===== src/hdl/grid_bfs_next_step_defines.svh =====
// Assertion macros shared by the grid search RTL.
// No dependencies; files that check their own logic include this header.
`ifndef GRID_BFS_NEXT_STEP_DEFINES_SVH
`define GRID_BFS_NEXT_STEP_DEFINES_SVH
`ifndef SYNTHESIS
// Property that must hold at every rising edge outside reset.
`define GBFS_ASSERT(lbl, clk, rst_n, prop, msg) \
  lbl: assert property (@(posedge clk) disable iff (!rst_n) prop) \
    else $error(msg);
// Condition that must never be seen at a rising edge outside reset.
`define GBFS_NEVER(lbl, clk, rst_n, cond, msg) \
  lbl: assert property (@(posedge clk) disable iff (!rst_n) !(cond)) \
    else $error(msg);
`else
`define GBFS_ASSERT(lbl, clk, rst_n, prop, msg)
`define GBFS_NEVER(lbl, clk, rst_n, cond, msg)
`endif
`endif


===== src/hdl/gbfs_pkg.sv =====
// Shared types and constants for the grid breadth-first search block.
// No dependencies; used by every module of the block but gbfs_ram.
package gbfs_pkg;

  // Register file geometry.
  localparam int APB_DW = 32;
  localparam int APB_AW = 3;
  localparam int REG_W  = 5;

  // Operation codes of an input item.
  localparam logic OP_LOAD  = 1'b0;
  localparam logic OP_QUERY = 1'b1;

  // Register indexes (address bit 2).
  localparam logic REG_ROWS = 1'b0;
  localparam logic REG_COLS = 1'b1;

  localparam logic [REG_W-1:0] GRID_ROWS_RST = 5'd10;
  localparam logic [REG_W-1:0] GRID_COLS_RST = 5'd10;

  typedef struct packed {
    logic       op;
    logic [3:0] cell_row;
    logic [3:0] cell_col;
    logic       cell_blocked;
    logic [3:0] src_row;
    logic [3:0] src_col;
    logic [3:0] dst_row;
    logic [3:0] dst_col;
  } in_item_t;

  typedef struct packed {
    logic [3:0] next_row;
    logic [3:0] next_col;
    logic       found;
  } out_item_t;

  // Effective grid extent, already limited to the map size.
  typedef struct packed {
    logic [REG_W-1:0] rows;
    logic [REG_W-1:0] cols;
  } grid_dim_t;

  typedef enum logic [2:0] {
    S_CLEAR,
    S_IDLE,
    S_SEED,
    S_POP,
    S_CHECK,
    S_NBR,
    S_OUT
  } state_t;

endpackage


===== src/hdl/gbfs_ram.sv =====
// Generic single-write, single-read synchronous RAM with registered read data.
// No dependencies.
module gbfs_ram #(
  parameter int WIDTH = 8,
  parameter int DEPTH = 256
) (
  input  logic                     clk,
  input  logic                     we,
  input  logic [$clog2(DEPTH)-1:0] waddr,
  input  logic [WIDTH-1:0]         wdata,
  input  logic [$clog2(DEPTH)-1:0] raddr,
  output logic [WIDTH-1:0]         rdata
);

  logic [WIDTH-1:0] mem [DEPTH];

  // Write port and registered read port.
  always_ff @(posedge clk) begin
    if (we) begin
      mem[waddr] <= wdata;
    end
    rdata <= mem[raddr];
  end

endmodule


===== src/hdl/gbfs_cfg.sv =====
// Configuration registers (grid rows and columns) behind an APB-style port.
// Depends on gbfs_pkg for register indexes, reset values and grid_dim_t.
module gbfs_cfg
  import gbfs_pkg::*;
#(
  parameter int GRID_SIZE = 16
) (
  input  logic              clk,
  input  logic              rst_n,
  input  logic              psel,
  input  logic              penable,
  input  logic              pwrite,
  input  logic [APB_AW-1:0] paddr,
  input  logic [APB_DW-1:0] pwdata,
  output logic [APB_DW-1:0] prdata,
  output logic              pready,
  output grid_dim_t         dim
);

  logic [REG_W-1:0] rows_r;
  logic [REG_W-1:0] cols_r;
  logic             wr_en;

  assign wr_en  = psel && penable && pwrite;
  assign pready = 1'b1;

  // Register writes complete in the access phase.
  always_ff @(posedge clk) begin
    if (!rst_n) begin
      rows_r <= GRID_ROWS_RST;
      cols_r <= GRID_COLS_RST;
    end else if (wr_en) begin
      case (paddr[2])
        REG_ROWS: rows_r <= pwdata[REG_W-1:0];
        REG_COLS: cols_r <= pwdata[REG_W-1:0];
        default: ;
      endcase
    end
  end

  // Read back the raw register values.
  always_comb begin
    case (paddr[2])
      REG_ROWS: prdata = APB_DW'(rows_r);
      REG_COLS: prdata = APB_DW'(cols_r);
      default:  prdata = '0;
    endcase
  end

  // The search never looks past the stored map.
  always_comb begin
    dim.rows = (32'(rows_r) < GRID_SIZE) ? rows_r : REG_W'(GRID_SIZE);
    dim.cols = (32'(cols_r) < GRID_SIZE) ? cols_r : REG_W'(GRID_SIZE);
  end

endmodule


===== src/hdl/gbfs_engine.sv =====
// Search engine: blocked map, visited map and cell queue in RAMs, plus the
// sequencer that clears, seeds and runs the breadth-first search.
// Depends on gbfs_pkg, gbfs_ram and the assertion macros header.
`include "grid_bfs_next_step_defines.svh"
module gbfs_engine
  import gbfs_pkg::*;
#(
  parameter int GRID_SIZE = 16
) (
  input  logic      clk,
  input  logic      rst_n,
  input  grid_dim_t dim,
  input  logic      in_valid,
  output logic      in_stall,
  input  in_item_t  in_data,
  output logic      out_valid,
  input  logic      out_stall,
  output out_item_t out_data
);

  localparam int CELLS = GRID_SIZE * GRID_SIZE;
  localparam int MAW   = $clog2(CELLS);
  localparam int CW    = (GRID_SIZE > 16) ? $clog2(GRID_SIZE) : 4;
  localparam int NW    = CW + 1;
  localparam int QD    = CELLS + 1;
  localparam int QAW   = $clog2(QD);
  localparam int QCW   = $clog2(QD + 1);

  localparam logic [1:0] NB_DOWN  = 2'd0;
  localparam logic [1:0] NB_RIGHT = 2'd1;
  localparam logic [1:0] NB_LEFT  = 2'd2;
  localparam logic [1:0] NB_UP    = 2'd3;

  localparam logic [NW-1:0] ONE_N = NW'(1);

  function automatic logic [MAW-1:0] cell_idx(input logic [CW-1:0] r,
                                               input logic [CW-1:0] c);
    return MAW'(32'(r) * GRID_SIZE + 32'(c));
  endfunction

  // True when two cells lie within Chebyshev distance one.
  function automatic logic cheb_near(input logic [CW-1:0] ar, input logic [CW-1:0] ac,
                                     input logic [CW-1:0] br, input logic [CW-1:0] bc);
    logic [CW-1:0] dr;
    logic [CW-1:0] dc;
    dr = (ar >= br) ? ar - br : br - ar;
    dc = (ac >= bc) ? ac - bc : bc - ac;
    return (dr <= CW'(1)) && (dc <= CW'(1));
  endfunction

  state_t          state_r, state_nxt;
  logic [MAW-1:0]  clr_addr_r, clr_addr_nxt;
  logic            init_r, init_nxt;
  logic [QCW-1:0]  head_r, head_nxt;
  logic [QCW-1:0]  tail_r, tail_nxt;
  logic [CW-1:0]   src_row_r, src_row_nxt, src_col_r, src_col_nxt;
  logic [CW-1:0]   dst_row_r, dst_row_nxt, dst_col_r, dst_col_nxt;
  logic [CW-1:0]   cur_row_r, cur_row_nxt, cur_col_r, cur_col_nxt;
  logic [1:0]      nbr_k_r, nbr_k_nxt;
  logic            nbr_ok_r, nbr_ok_nxt;
  logic [CW-1:0]   nbr_row_r, nbr_row_nxt, nbr_col_r, nbr_col_nxt;
  out_item_t       res_r, res_nxt;
  logic            out_valid_r, out_valid_nxt;
  out_item_t       out_data_r, out_data_nxt;

  // Memory port signals.
  logic            b_we, b_wdata, b_rdata;
  logic [MAW-1:0]  b_waddr;
  logic            v_we, v_wdata, v_rdata;
  logic [MAW-1:0]  v_waddr;
  logic [MAW-1:0]  map_raddr;
  logic            q_we;
  logic [QAW-1:0]  q_waddr, q_raddr;
  logic [2*CW-1:0] q_wdata, q_rdata;

  // Neighbor issue path.
  logic [1:0]      iss_k;
  logic [CW-1:0]   base_row, base_col;
  logic [NW-1:0]   row_e, col_e;
  logic            pos_ok, iss_ok;
  logic [CW-1:0]   iss_row, iss_col;
  logic            in_xfer, out_load;

  // Conditions watched by the checks.
  logic            query_xfer, res_found, res_near;

  gbfs_ram #(.WIDTH(1), .DEPTH(CELLS)) u_blocked (
    .clk(clk), .we(b_we), .waddr(b_waddr), .wdata(b_wdata),
    .raddr(map_raddr), .rdata(b_rdata)
  );

  gbfs_ram #(.WIDTH(1), .DEPTH(CELLS)) u_visited (
    .clk(clk), .we(v_we), .waddr(v_waddr), .wdata(v_wdata),
    .raddr(map_raddr), .rdata(v_rdata)
  );

  gbfs_ram #(.WIDTH(2*CW), .DEPTH(QD)) u_queue (
    .clk(clk), .we(q_we), .waddr(q_waddr), .wdata(q_wdata),
    .raddr(q_raddr), .rdata(q_rdata)
  );

  assign in_stall  = (state_r != S_IDLE);
  assign in_xfer   = in_valid && !in_stall;
  assign out_valid = out_valid_r;
  assign out_data  = out_data_r;
  assign out_load  = (state_r == S_OUT) && (!out_valid_r || !out_stall);

  // Neighbor whose map bits are read this cycle, with its bounds check.
  always_comb begin
    iss_k    = (state_r == S_CHECK) ? NB_DOWN : nbr_k_r + 2'd1;
    base_row = (state_r == S_CHECK) ? q_rdata[2*CW-1:CW] : cur_row_r;
    base_col = (state_r == S_CHECK) ? q_rdata[CW-1:0] : cur_col_r;
    row_e    = NW'(base_row);
    col_e    = NW'(base_col);
    pos_ok   = 1'b1;
    case (iss_k)
      NB_DOWN:  row_e = NW'(base_row) + ONE_N;
      NB_RIGHT: col_e = NW'(base_col) + ONE_N;
      NB_LEFT: begin
        pos_ok = (base_col != '0);
        col_e  = NW'(base_col) - ONE_N;
      end
      NB_UP: begin
        pos_ok = (base_row != '0);
        row_e  = NW'(base_row) - ONE_N;
      end
      default: ;
    endcase
    iss_ok  = pos_ok && (row_e < NW'(dim.rows)) && (col_e < NW'(dim.cols));
    iss_row = row_e[CW-1:0];
    iss_col = col_e[CW-1:0];
  end

  assign map_raddr = cell_idx(iss_row, iss_col);
  assign q_raddr   = head_r[QAW-1:0];

  // Sequencer: next state, memory writes and result capture.
  always_comb begin
    state_nxt    = state_r;
    clr_addr_nxt = clr_addr_r;
    init_nxt     = init_r;
    head_nxt     = head_r;
    tail_nxt     = tail_r;
    src_row_nxt  = src_row_r;
    src_col_nxt  = src_col_r;
    dst_row_nxt  = dst_row_r;
    dst_col_nxt  = dst_col_r;
    cur_row_nxt  = cur_row_r;
    cur_col_nxt  = cur_col_r;
    nbr_k_nxt    = nbr_k_r;
    nbr_ok_nxt   = nbr_ok_r;
    nbr_row_nxt  = nbr_row_r;
    nbr_col_nxt  = nbr_col_r;
    res_nxt      = res_r;
    b_we         = 1'b0;
    b_waddr      = clr_addr_r;
    b_wdata      = 1'b0;
    v_we         = 1'b0;
    v_waddr      = cell_idx(nbr_row_r, nbr_col_r);
    v_wdata      = 1'b1;
    q_we         = 1'b0;
    q_waddr      = tail_r[QAW-1:0];
    q_wdata      = {nbr_row_r, nbr_col_r};

    case (state_r)
      // Sweep the visited map; after reset the blocked map too.
      S_CLEAR: begin
        v_we    = 1'b1;
        v_waddr = clr_addr_r;
        v_wdata = 1'b0;
        b_we    = init_r;
        if (clr_addr_r == MAW'(CELLS - 1)) begin
          clr_addr_nxt = '0;
          init_nxt     = 1'b0;
          state_nxt    = init_r ? S_IDLE : S_SEED;
        end else begin
          clr_addr_nxt = clr_addr_r + MAW'(1);
        end
      end

      // Take a load or start a query.
      S_IDLE: begin
        if (in_xfer) begin
          if (in_data.op == OP_LOAD) begin
            b_we    = (32'(in_data.cell_row) < GRID_SIZE) &&
                      (32'(in_data.cell_col) < GRID_SIZE);
            b_waddr = cell_idx(CW'(in_data.cell_row), CW'(in_data.cell_col));
            b_wdata = in_data.cell_blocked;
          end else begin
            src_row_nxt = CW'(in_data.src_row);
            src_col_nxt = CW'(in_data.src_col);
            dst_row_nxt = CW'(in_data.dst_row);
            dst_col_nxt = CW'(in_data.dst_col);
            state_nxt   = S_CLEAR;
          end
        end
      end

      // The destination is always queued, marked only inside the map.
      S_SEED: begin
        v_we      = (32'(dst_row_r) < GRID_SIZE) && (32'(dst_col_r) < GRID_SIZE);
        v_waddr   = cell_idx(dst_row_r, dst_col_r);
        q_we      = 1'b1;
        q_waddr   = '0;
        q_wdata   = {dst_row_r, dst_col_r};
        head_nxt  = '0;
        tail_nxt  = QCW'(1);
        state_nxt = S_POP;
      end

      // Dequeue the next cell, or give up with the source.
      S_POP: begin
        if (head_r == tail_r) begin
          res_nxt.next_row = src_row_r[3:0];
          res_nxt.next_col = src_col_r[3:0];
          res_nxt.found    = 1'b0;
          state_nxt        = S_OUT;
        end else begin
          head_nxt  = head_r + QCW'(1);
          state_nxt = S_CHECK;
        end
      end

      // Test the dequeued cell and read its first neighbor.
      S_CHECK: begin
        cur_row_nxt = base_row;
        cur_col_nxt = base_col;
        if (cheb_near(base_row, base_col, src_row_r, src_col_r)) begin
          res_nxt.next_row = base_row[3:0];
          res_nxt.next_col = base_col[3:0];
          res_nxt.found    = 1'b1;
          state_nxt        = S_OUT;
        end else begin
          nbr_k_nxt   = NB_DOWN;
          nbr_ok_nxt  = iss_ok;
          nbr_row_nxt = iss_row;
          nbr_col_nxt = iss_col;
          state_nxt   = S_NBR;
        end
      end

      // Map bits of one neighbor are back; enqueue it if free.
      S_NBR: begin
        if (nbr_ok_r && !b_rdata && !v_rdata) begin
          v_we     = 1'b1;
          q_we     = 1'b1;
          tail_nxt = tail_r + QCW'(1);
        end
        if (nbr_k_r == NB_UP) begin
          state_nxt = S_POP;
        end else begin
          nbr_k_nxt   = iss_k;
          nbr_ok_nxt  = iss_ok;
          nbr_row_nxt = iss_row;
          nbr_col_nxt = iss_col;
        end
      end

      // Hand the result to the output register once it is free.
      S_OUT: begin
        if (out_load) begin
          state_nxt = S_IDLE;
        end
      end

      default: state_nxt = S_IDLE;
    endcase
  end

  // Output register: holds a result until its transfer.
  always_comb begin
    out_data_nxt  = out_data_r;
    out_valid_nxt = out_valid_r && out_stall;
    if (out_load) begin
      out_data_nxt  = res_r;
      out_valid_nxt = 1'b1;
    end
  end

  always_ff @(posedge clk) begin
    if (!rst_n) begin
      state_r     <= S_CLEAR;
      clr_addr_r  <= '0;
      init_r      <= 1'b1;
      head_r      <= '0;
      tail_r      <= '0;
      out_valid_r <= 1'b0;
    end else begin
      state_r     <= state_nxt;
      clr_addr_r  <= clr_addr_nxt;
      init_r      <= init_nxt;
      head_r      <= head_nxt;
      tail_r      <= tail_nxt;
      out_valid_r <= out_valid_nxt;
    end
  end

  // Payload registers.
  always_ff @(posedge clk) begin
    src_row_r  <= src_row_nxt;
    src_col_r  <= src_col_nxt;
    dst_row_r  <= dst_row_nxt;
    dst_col_r  <= dst_col_nxt;
    cur_row_r  <= cur_row_nxt;
    cur_col_r  <= cur_col_nxt;
    nbr_k_r    <= nbr_k_nxt;
    nbr_ok_r   <= nbr_ok_nxt;
    nbr_row_r  <= nbr_row_nxt;
    nbr_col_r  <= nbr_col_nxt;
    res_r      <= res_nxt;
    out_data_r <= out_data_nxt;
  end

  // A query transfer, a found result waiting to leave, and its distance test.
  assign query_xfer = in_xfer && (in_data.op == OP_QUERY);
  assign res_found  = (state_r == S_OUT) && res_r.found;
  assign res_near   = cheb_near(cur_row_r, cur_col_r, src_row_r, src_col_r);

  `GBFS_NEVER(a_head_past_tail, clk, rst_n, head_r > tail_r, "queue head passed tail")
  `GBFS_NEVER(a_queue_overflow, clk, rst_n, tail_r > QCW'(QD), "queue overflow")
  `GBFS_ASSERT(a_query_clears, clk, rst_n, query_xfer |=> (state_r == S_CLEAR), "no clear")
  `GBFS_ASSERT(a_found_near, clk, rst_n, res_found |-> res_near, "found cell not near source")

endmodule


===== src/hdl/grid_bfs_next_step.sv =====
// Top level of the grid next-step search: register port plus search engine.
// Depends on gbfs_pkg, gbfs_cfg and gbfs_engine.
//
//   Port group   Direction  Handshake            Payload
//   in_*         input      in_valid / in_stall  in_item_t (load or query)
//   out_*        output     out_valid/out_stall  out_item_t (one per query)
//   APB          input      psel/penable/pready  grid_rows, grid_cols
//
// A load is taken in S_IDLE. A query sweeps the visited map, seeds the queue,
// expands each cell in turn (queue read, test, four neighbor reads of the map
// RAMs) and then passes its result on. After reset the blocked and visited
// maps are cleared in one pass, during which in_stall is high.
// A finished result waits in the output register; a new item is taken while
// it waits; a query halts before its result only while it is full and stalled.
module grid_bfs_next_step
  import gbfs_pkg::*;
#(
  parameter int GRID_SIZE = 16
) (
  input  logic              clk,
  input  logic              rst_n,
  input  logic              in_valid,
  output logic              in_stall,
  input  in_item_t          in_data,
  output logic              out_valid,
  input  logic              out_stall,
  output out_item_t         out_data,
  input  logic              psel,
  input  logic              penable,
  input  logic              pwrite,
  input  logic [APB_AW-1:0] paddr,
  input  logic [APB_DW-1:0] pwdata,
  output logic [APB_DW-1:0] prdata,
  output logic              pready
);

  grid_dim_t dim;

  gbfs_cfg #(.GRID_SIZE(GRID_SIZE)) u_cfg (
    .clk     (clk),
    .rst_n   (rst_n),
    .psel    (psel),
    .penable (penable),
    .pwrite  (pwrite),
    .paddr   (paddr),
    .pwdata  (pwdata),
    .prdata  (prdata),
    .pready  (pready),
    .dim     (dim)
  );

  gbfs_engine #(.GRID_SIZE(GRID_SIZE)) u_engine (
    .clk       (clk),
    .rst_n     (rst_n),
    .dim       (dim),
    .in_valid  (in_valid),
    .in_stall  (in_stall),
    .in_data   (in_data),
    .out_valid (out_valid),
    .out_stall (out_stall),
    .out_data  (out_data)
  );

endmodule

===== config.mk =====
export PLATFORM = sky130hd
export DESIGN_NAME = grid_bfs_next_step
export DESIGN_NICKNAME = d
export VERILOG_FILES = /design/src/hdl/gbfs_pkg.sv /design/src/hdl/gbfs_ram.sv /design/src/hdl/gbfs_cfg.sv /design/src/hdl/gbfs_engine.sv /design/src/hdl/grid_bfs_next_step.sv
export VERILOG_INCLUDE_DIRS = /design/src /design/src/hdl
export SDC_FILE = /design/constraint.sdc
export NUM_CORES = 2
export LEC_CHECK = 0
export BUFFER_PORTS_ARGS = -buffer_cell sky130_fd_sc_hd__buf_2
export CAP_MARGIN = 20
export CORE_ASPECT_RATIO = 0.75
export CORE_MARGIN = 2
export CORE_UTILIZATION = 40
export CTS_CLUSTER_DIAMETER = 150
export CTS_CLUSTER_SIZE = 12
export DETAILED_ROUTE_END_ITERATION = 7
export GPL_TIMING_DRIVEN = 0
export HOLD_SLACK_MARGIN = 0.03
export PLACE_DENSITY_LB_ADDON = 0.2
export SLEW_MARGIN = 5
export SYNTH_ARGS = -nofsm -noshare
export SYNTH_HDL_FRONTEND = slang
export SYNTH_SLANG_ARGS = --single-unit
export TNS_END_PERCENT = 1

===== constraint.sdc =====
create_clock -name clk -period 7.65 [get_ports clk]
set_input_delay 0.3825 -clock clk [delete_from_list [all_inputs] [get_ports clk]]
set_output_delay 0.3825 -clock clk [all_outputs]
set_load 0.01 [all_outputs]

After elaboration in Yosys (flattened, before gate mapping)
Memories as Yosys holds them, arrays and structs flattened. A register that Yosys moved wholly into a read port is not among the register bits.
Index checks and enable logic that the tools add are counted.
Cells by class
  add/subtract/negate cells: 16
  order comparisons: 8
  eq/ne operators: 24
  multiplexer cells: 63
  bitwise logic cells: 1
  reduce and logical (&&, ||, !) cells: 34
Operator list (number)
  $pmux 32 s2: 1
  $pmux 9 s2: 3
  $mux 9: 5
  $mux 8: 5
  $add 8x4->8: 4
  $mux 4: 8
  $pmux 3 s7: 1
  $pmux 5 s2: 2
  $add 9x1->9 const B: 2
  $mux 1: 16
  $pmux 4 s2: 2
  $pmux 8 s2: 1
  $sub 4x4->4: 4
  $mux 3: 5
  $mux 2: 6
  $ne 2x1->1 const B: 6
  $add 4x1->5 const B: 2
  $logic_and 1x1->1: 10
  $lt 5x5->1: 2
  $lt 5x5->1 const B: 2
  $mux 5: 2
  $ne 2x2->1 const B: 5
  $pmux 1 s2: 5
  $reduce_and 2->1: 5
  24 further kinds: 42
Word-level totals
  bits in registers: 94
  memory bits (writable): 2568
  bits of input ports: 68
  output and inout port bits: 44
  memories: 3
Memories
  u_engine.u_queue.mem: words 257, width 8, read ports 1, clocked after Yosys merged registers in 1, write ports 1, line gbfs_ram.sv:15  | logic [WIDTH-1:0] mem [DEPTH];
  u_engine.u_blocked.mem: words 256, width 1, read ports 1, clocked after Yosys merged registers in 1, write ports 1, line gbfs_ram.sv:15
  u_engine.u_visited.mem: words 256, width 1, read ports 1, clocked after Yosys merged registers in 1, write ports 1, line gbfs_ram.sv:15

Longest topological paths before layout
  word-level depth: 9
  depth in mapped cells: 21

By module
Synthesis repeated with hierarchy kept, for this count alone.
Unflattened totals
  cells, all modules: 5971
  area total of the unflattened synthesis: 107780.9 um^2
Modules (own cells, without submodules)
  gbfs_ram (u_engine.u_queue): times used 1, cells each 3791, area each 79516.3 um^2, seq. area each 61899.4 um^2
  gbfs_ram (u_engine.u_blocked ...): times used 2, cells each 788, area each 11128.2 um^2, seq. area each 7707.4 um^2
  gbfs_engine: times used 1, cells each 519, area each 5247.5 um^2, seq. area each 2212.1 um^2
  gbfs_cfg: times used 1, cells each 85, area each 760.7 um^2, seq. area each 200.2 um^2

Worst setup path after synthesis
OpenSTA, ideal clock, no wires.
  path type: reg-to-reg
  start: reg u_engine.state_r[0]
  end: mem u_engine.u_blocked.mem[0] (data pin)
  arrival time: 5.113 ns
  data required time: 6.783 ns
  path slack: 1.670 ns
  stages on the path, launching flop included: 8
  buffers on the path: 3
  period minus slack after synthesis: 5.980 ns
  cells stage by stage: dfxtp_1 clkbuf_1 nor3b_1 nand2_1 nor2_1 clkbuf_1 clkbuf_1 and2_1
Between the ends
  cells in the longest elaborated chain, start to end: 5
RTL lines
  start: declaration: line gbfs_engine.sv:51  | state_t state_r, state_nxt;
  start signal: assignment: line gbfs_engine.sv:289  | state_r <= state_nxt;
  $ne 3x1->1: line gbfs_engine.sv:102  | assign in_stall = (state_r != S_IDLE);
  $logic_not 1->1: line gbfs_engine.sv:103  | assign in_xfer = in_valid && !in_stall;
  $logic_and 1x1->1: line gbfs_engine.sv:103
  $mux 1: line gbfs_engine.sv:183  | if (in_xfer) begin
  $mux 1 (*): line gbfs_engine.sv:165  | case (state_r)
  named net u_engine.b_wdata: line gbfs_engine.sv:67  | logic b_we, b_wdata, b_rdata;
  end: declaration: line gbfs_ram.sv:15
Mark *: on every way through the listed nets, which the timed path passes. The rest lies on a longest branch.

Worst setup path in the final report
  start: reg u_engine.state_r[1]
  end: reg u_engine.u_blocked.rdata (read register of u_engine.u_blocked.mem)
Between the ends
  cells in the longest elaborated chain, start to end: 5
RTL lines
  $eq 3x3->1 (*): line gbfs_engine.sv:110  | iss_k = (state_r == S_CHECK) ? NB_DOWN : nbr_k_r + 2'd1;
  $mux 2 (*): line gbfs_engine.sv:110
  named net u_engine.iss_k[1]: line gbfs_engine.sv:77  | logic [1:0] iss_k;
  $eq 2x2->1, or another cell as far along: line gbfs_engine.sv:116  | case (iss_k)
  $pmux 5 s2: line gbfs_engine.sv:116
  $add 8x4->8 (*): line gbfs_engine.sv:38  | return MAW'(32'(r) * GRID_SIZE + 32'(c));
  end: declaration: line gbfs_ram.sv:12  | output logic [WIDTH-1:0] rdata
Marks and branches as above.
A chain may end at the register's enable or synchronous reset.

==> metrics.md <==
| Metric | Value |
|---|---|
| GR peak layer | `met1` |
| Cts bufs inserted | `249` |
| Sequential power share | `58.1%` |
| I/O Buffers | `52` |
| Io pins | `~110` |
| Clock-pin slew on the worst setup and hold paths | `0.07 ns` |
| Crit path DAT | `about 7.4 ns` |
| GPL Wtd Cong | `0.931` |
| Share of cells above drive strength 1 | `19.0%` |
| Die Y | `454 µm` |
| Fillcell total | `23204` |
| CTS tree | `built` |
| Die ar. | `around 270000 µm²` |
| Post-Route WL | `321000 µm` |
| Crit-path most repeated cell | `clkbuf_1` |
| Switching part of the total | `20.4%` |
| Largest net degree at the start of global routing | `196` |
| Remaining antenna violation count | `0` |
| Max Cap Viol | `0` |
| Via Count | `60009` |
| Postcts setup bufs | `0` |
| Initial Util | `40.1%` |
| Internal Pwr Total | `21.8 mW` |
| Critical Path Sink Type | `register` |
| Final hold slack | `around 0.11 ns` |
| Tcrit/Tclk final | `86.9%` |
| GR Layer Usage met3 | `5.71%` |
| Slew margin rel. | `13.8%` |
| Worst slew pin tran | `1.29 ns` |
| Crit Path Class | `register to register` |
| Routed len/inst | `31.8 µm` |
| Post-place setup slack | `1.27 ns` |
| First drt pass iteration count | `6` |
| Placed Cells | `9768` |
| Clk buf depth | `4` |
| Syn Area/Cell | `~18 µm²` |
| Worst skew pair latency | `0.91 ns` |
| 1st-iter DRT viols | `9235` |
| Met2 Usage GRT | `roughly 33%` |
| CP delay by family, top | `buffers and inverters` |
| Nets@finish | `around 6600` |
| CTS Hold Bufs | `25` |
| Met1 usage | `35.5%` |
| Synth Instances | `just over 6000` |
| Lkg Pwr | `about 37 nW` |
| Non-filler cells, final | `10121` |
| Design Power | `27.4 mW` |
| Area of the mapped netlist | `about 110000 µm²` |
| Sink Count | `2672` |
| Peak supply drop | `0.197 mV` |
| Min Tclk post-route | `6.64 ns` |
| Distinct cells, synth | `between 70 and 80` |
| Number of global-route vias before repair | `about 57000` |
| Clock Skew | `a little over 0.06 ns` |
| Row cnt | `165` |
| Area grow syn2layout | `12.4%` |
| Post-cts repair resize count | `0` |
| Initial antenna violation count | `29` |
| Yosys reg bits | `about 2700` |
| GRT Util Overall | `23.2%` |
| Required @ worst endpoint | `between 8 and 9 ns` |
| CP bufs+invs | `7` |
| Max Freq | `0.151 GHz` |
| Slew Viols, Final | `0` |
| Final hold violations | `0` |
| Worst min path class | `input port to register` |
| Slowest CP cell | `clkbuf_1` |
| Power Density | `226 nW/µm²` |
| Post-synth EDFFs | `2621` |
| CTS H-Tree Depth | `4` |
| Hpwl dp | `218000 µm` |
| Synth warnings | `0` |
| Worst setup SP type | `register` |
| Post-synth top flop | `edfxtp_1` |
| Worst setup margin | `1.01 ns` |
| Die W | `roughly 600 µm` |
| Status | `finished, final reports clean` |
| CORE AREA | `269000 µm²` |
| Switch Pwr | `5.58 mW` |
| Global-route wire length before repair | `roughly 450000 µm` |
| Clock root buffer | `clkbuf_16` |
| RSZ-0062 raised after global routing | `false` |
| Vias per cell | `5.93` |
| Clock power frac | `40.3%` |
| Combinational share of power | `1.6%` |
| Drc violations | `0` |
| Post-synthesis sequential area ratio | `73.8%` |
| GRT Residual Overflow | `0` |
| Ys async rst share | `0%` |
| Critical Path Fanout Max | `10` |
| Setup violations, final | `0` |
| Worst path max stage delay | `between 0.9 and 1 ns` |
| Cell Chain, Critical Path | `buf_2 -> or3b_1 -> buf_2 -> clkbuf_1 -> and2_1 -> ha_1 -> clkbuf_1 -> xor2_1 -> mux2_2 -> clkbuf_1 -> buf_1 -> clkbuf_1 -> a21oi_1 -> a22oi_1 -> o32ai_1 -> nor4_1 -> a211oi_1 -> nor4_1` |
==> flip-flops by register name, indices dropped and copies added, names as in the netlist, 3 cells and up <==
signal and count:
u_cfg.cols_r 5, u_cfg.rows_r 5, u_engine.clr_addr_r 8, u_engine.cur_col_r 4
u_engine.cur_row_r 4, u_engine.dst_col_r 4, u_engine.dst_row_r 4, u_engine.head_r 9
u_engine.nbr_col_r 4, u_engine.nbr_row_r 4, u_engine.out_data 9, u_engine.res_r 9
u_engine.src_col_r 4, u_engine.src_row_r 4, u_engine.state_r 3, u_engine.tail_r 9
u_engine.u_blocked.mem 256, u_engine.u_queue.mem 2056, u_engine.u_queue.rdata 8, u_engine.u_visited.mem 256
==> layer usage <==
metal	wire (µm)	share of wire, %
met5	87	0.027
met4	8120	2.5
met3	34200	11
met2	138000	43
met1	141000	44
==> cells in the mapped netlist (9+ instances only) <==
master,number,area share (%)
nand3_1,147,0.68
clkbuf_1,261,0.91
inv_1,41,0.14
edfxtp_1,2621,73
a311oi_1,14,0.11
nor2b_1,17,0.098
buf_1,60,0.21
nor2_1,892,3.1
ha_1,34,0.39
buf_4,29,0.20
and3_1,32,0.19
o211ai_1,9,0.063
mux2i_1,79,0.73
a21oi_1,80,0.37
dfxtp_1,51,0.94
buf_2,59,0.27
nand2b_1,9,0.052
a21o_1,10,0.069
nand4_1,27,0.16
a31oi_1,24,0.14
nor3_1,13,0.060
mux4_2,680,14
nor4_1,13,0.075
o21ai_0,68,0.31
xnor2_1,16,0.13
nand2_1,536,1.9
a32oi_1,22,0.18
xor2_1,21,0.17
a22oi_1,20,0.14
mux2_2,16,0.17
==> worst paths after layout <==
check	startpoint	end	slack (ns)	depth (start not counted)
worst max-delay path	u_engine.state_r[1]	u_engine.u_blocked.rdata	1.01	18
worst max register to register	u_engine.state_r[1]	u_engine.u_blocked.rdata	1.01	18
worst min-delay path	rst_n	u_engine.clr_addr_r[6]	0.11	2
worst min register to register	u_engine.res_r[5]	u_engine.out_data[5]	0.42	0
==> layout make-up <==
class / instances / area (µm²) / share of cell area (%)
Timing Repair Buffer: 167 / 2110 / 1.74
Buffer: 410 / 1760 / 1.45
Clock buffer: 292 / 6460 / 5.32
Multi-Input combinational cell: 2937 / 26600 / 21.9
Clock inverter: 4 / 42.5 / 0.0350
Sequential cell: 2672 / 79700 / 65.7
Antenna cell: 5 / 12.5 / 0.0103
Inverter: 44 / 173 / 0.142
Tap cell: 3590 / 4490 / 3.70
==> cells by family (layout without fill, tap and decap cells) <==
group                      Yosys count  count (layout)  share of synthesized area, %
DFF                               2672            2672                          73.8
and+or+nand+nor                   1735            1735                          6.62
muxes                              776             776                          15.1
buffers and inverters              454             917                          1.75
AOI/OAI and AO/OA                  319             319                          1.95
adders and majority gates           41              41                         0.496
xor gates and xnor gates            38              38                         0.315
other                                2              33                       0.00695
==> cell usage in the layout, fill, tap and decap left out, types with 8 or more instances in the layout <==
master and instances:
edfxtp_1 2621, nor2_1 891, mux4_2 680, nand2_1 528, clkbuf_1 280, clkbuf_16 252
nand3_1 147, buf_2 116, a21oi_1 79, mux2i_1 79, o21ai_0 68, buf_1 55
dfxtp_1 51, buf_8 42, inv_1 40, buf_4 35, ha_1 34, and3_1 32
conb_1 28, nand4_1 27, dlygate4sd3_1 25, buf_16 24, a31oi_1 23, a32oi_1 22
clkbuf_2 21, xor2_1 21, a22oi_1 20, nor2b_1 17, mux2_2 16, xnor2_1 16
a311oi_1 14, buf_6 12, nor3_1 11, nor4_1 11, a21o_1 10, o211ai_1 9
nand2b_1 9, a21boi_0 8, nand2_4 8, nand3b_1 8
==> per-stage QoR <==
stage	TNS [ns]	instance area [µm²]	util, %
6_report	0	121000	45.1
5_1_grt	0	121000	45.1
4_1_cts	0	121000	45.0
3_5_place_dp	0	114000	42.5
3_3_place_gp	-6502.44	113000	41.9
2_1_floorplan	0	108000	-
==> power by group through the flow <==
stage,Sequential (mW),Clock [mW],Combinational [mW]
global route,15.9,11.7,0.471
global placement,16.3,0,0.403
detailed placement,16.2,0,0.417
CTS,15.9,11.2,0.428
floorplan,16.2,0,0.240
finish,15.9,11.0,0.446
Power figures use the tool's default switching activity.
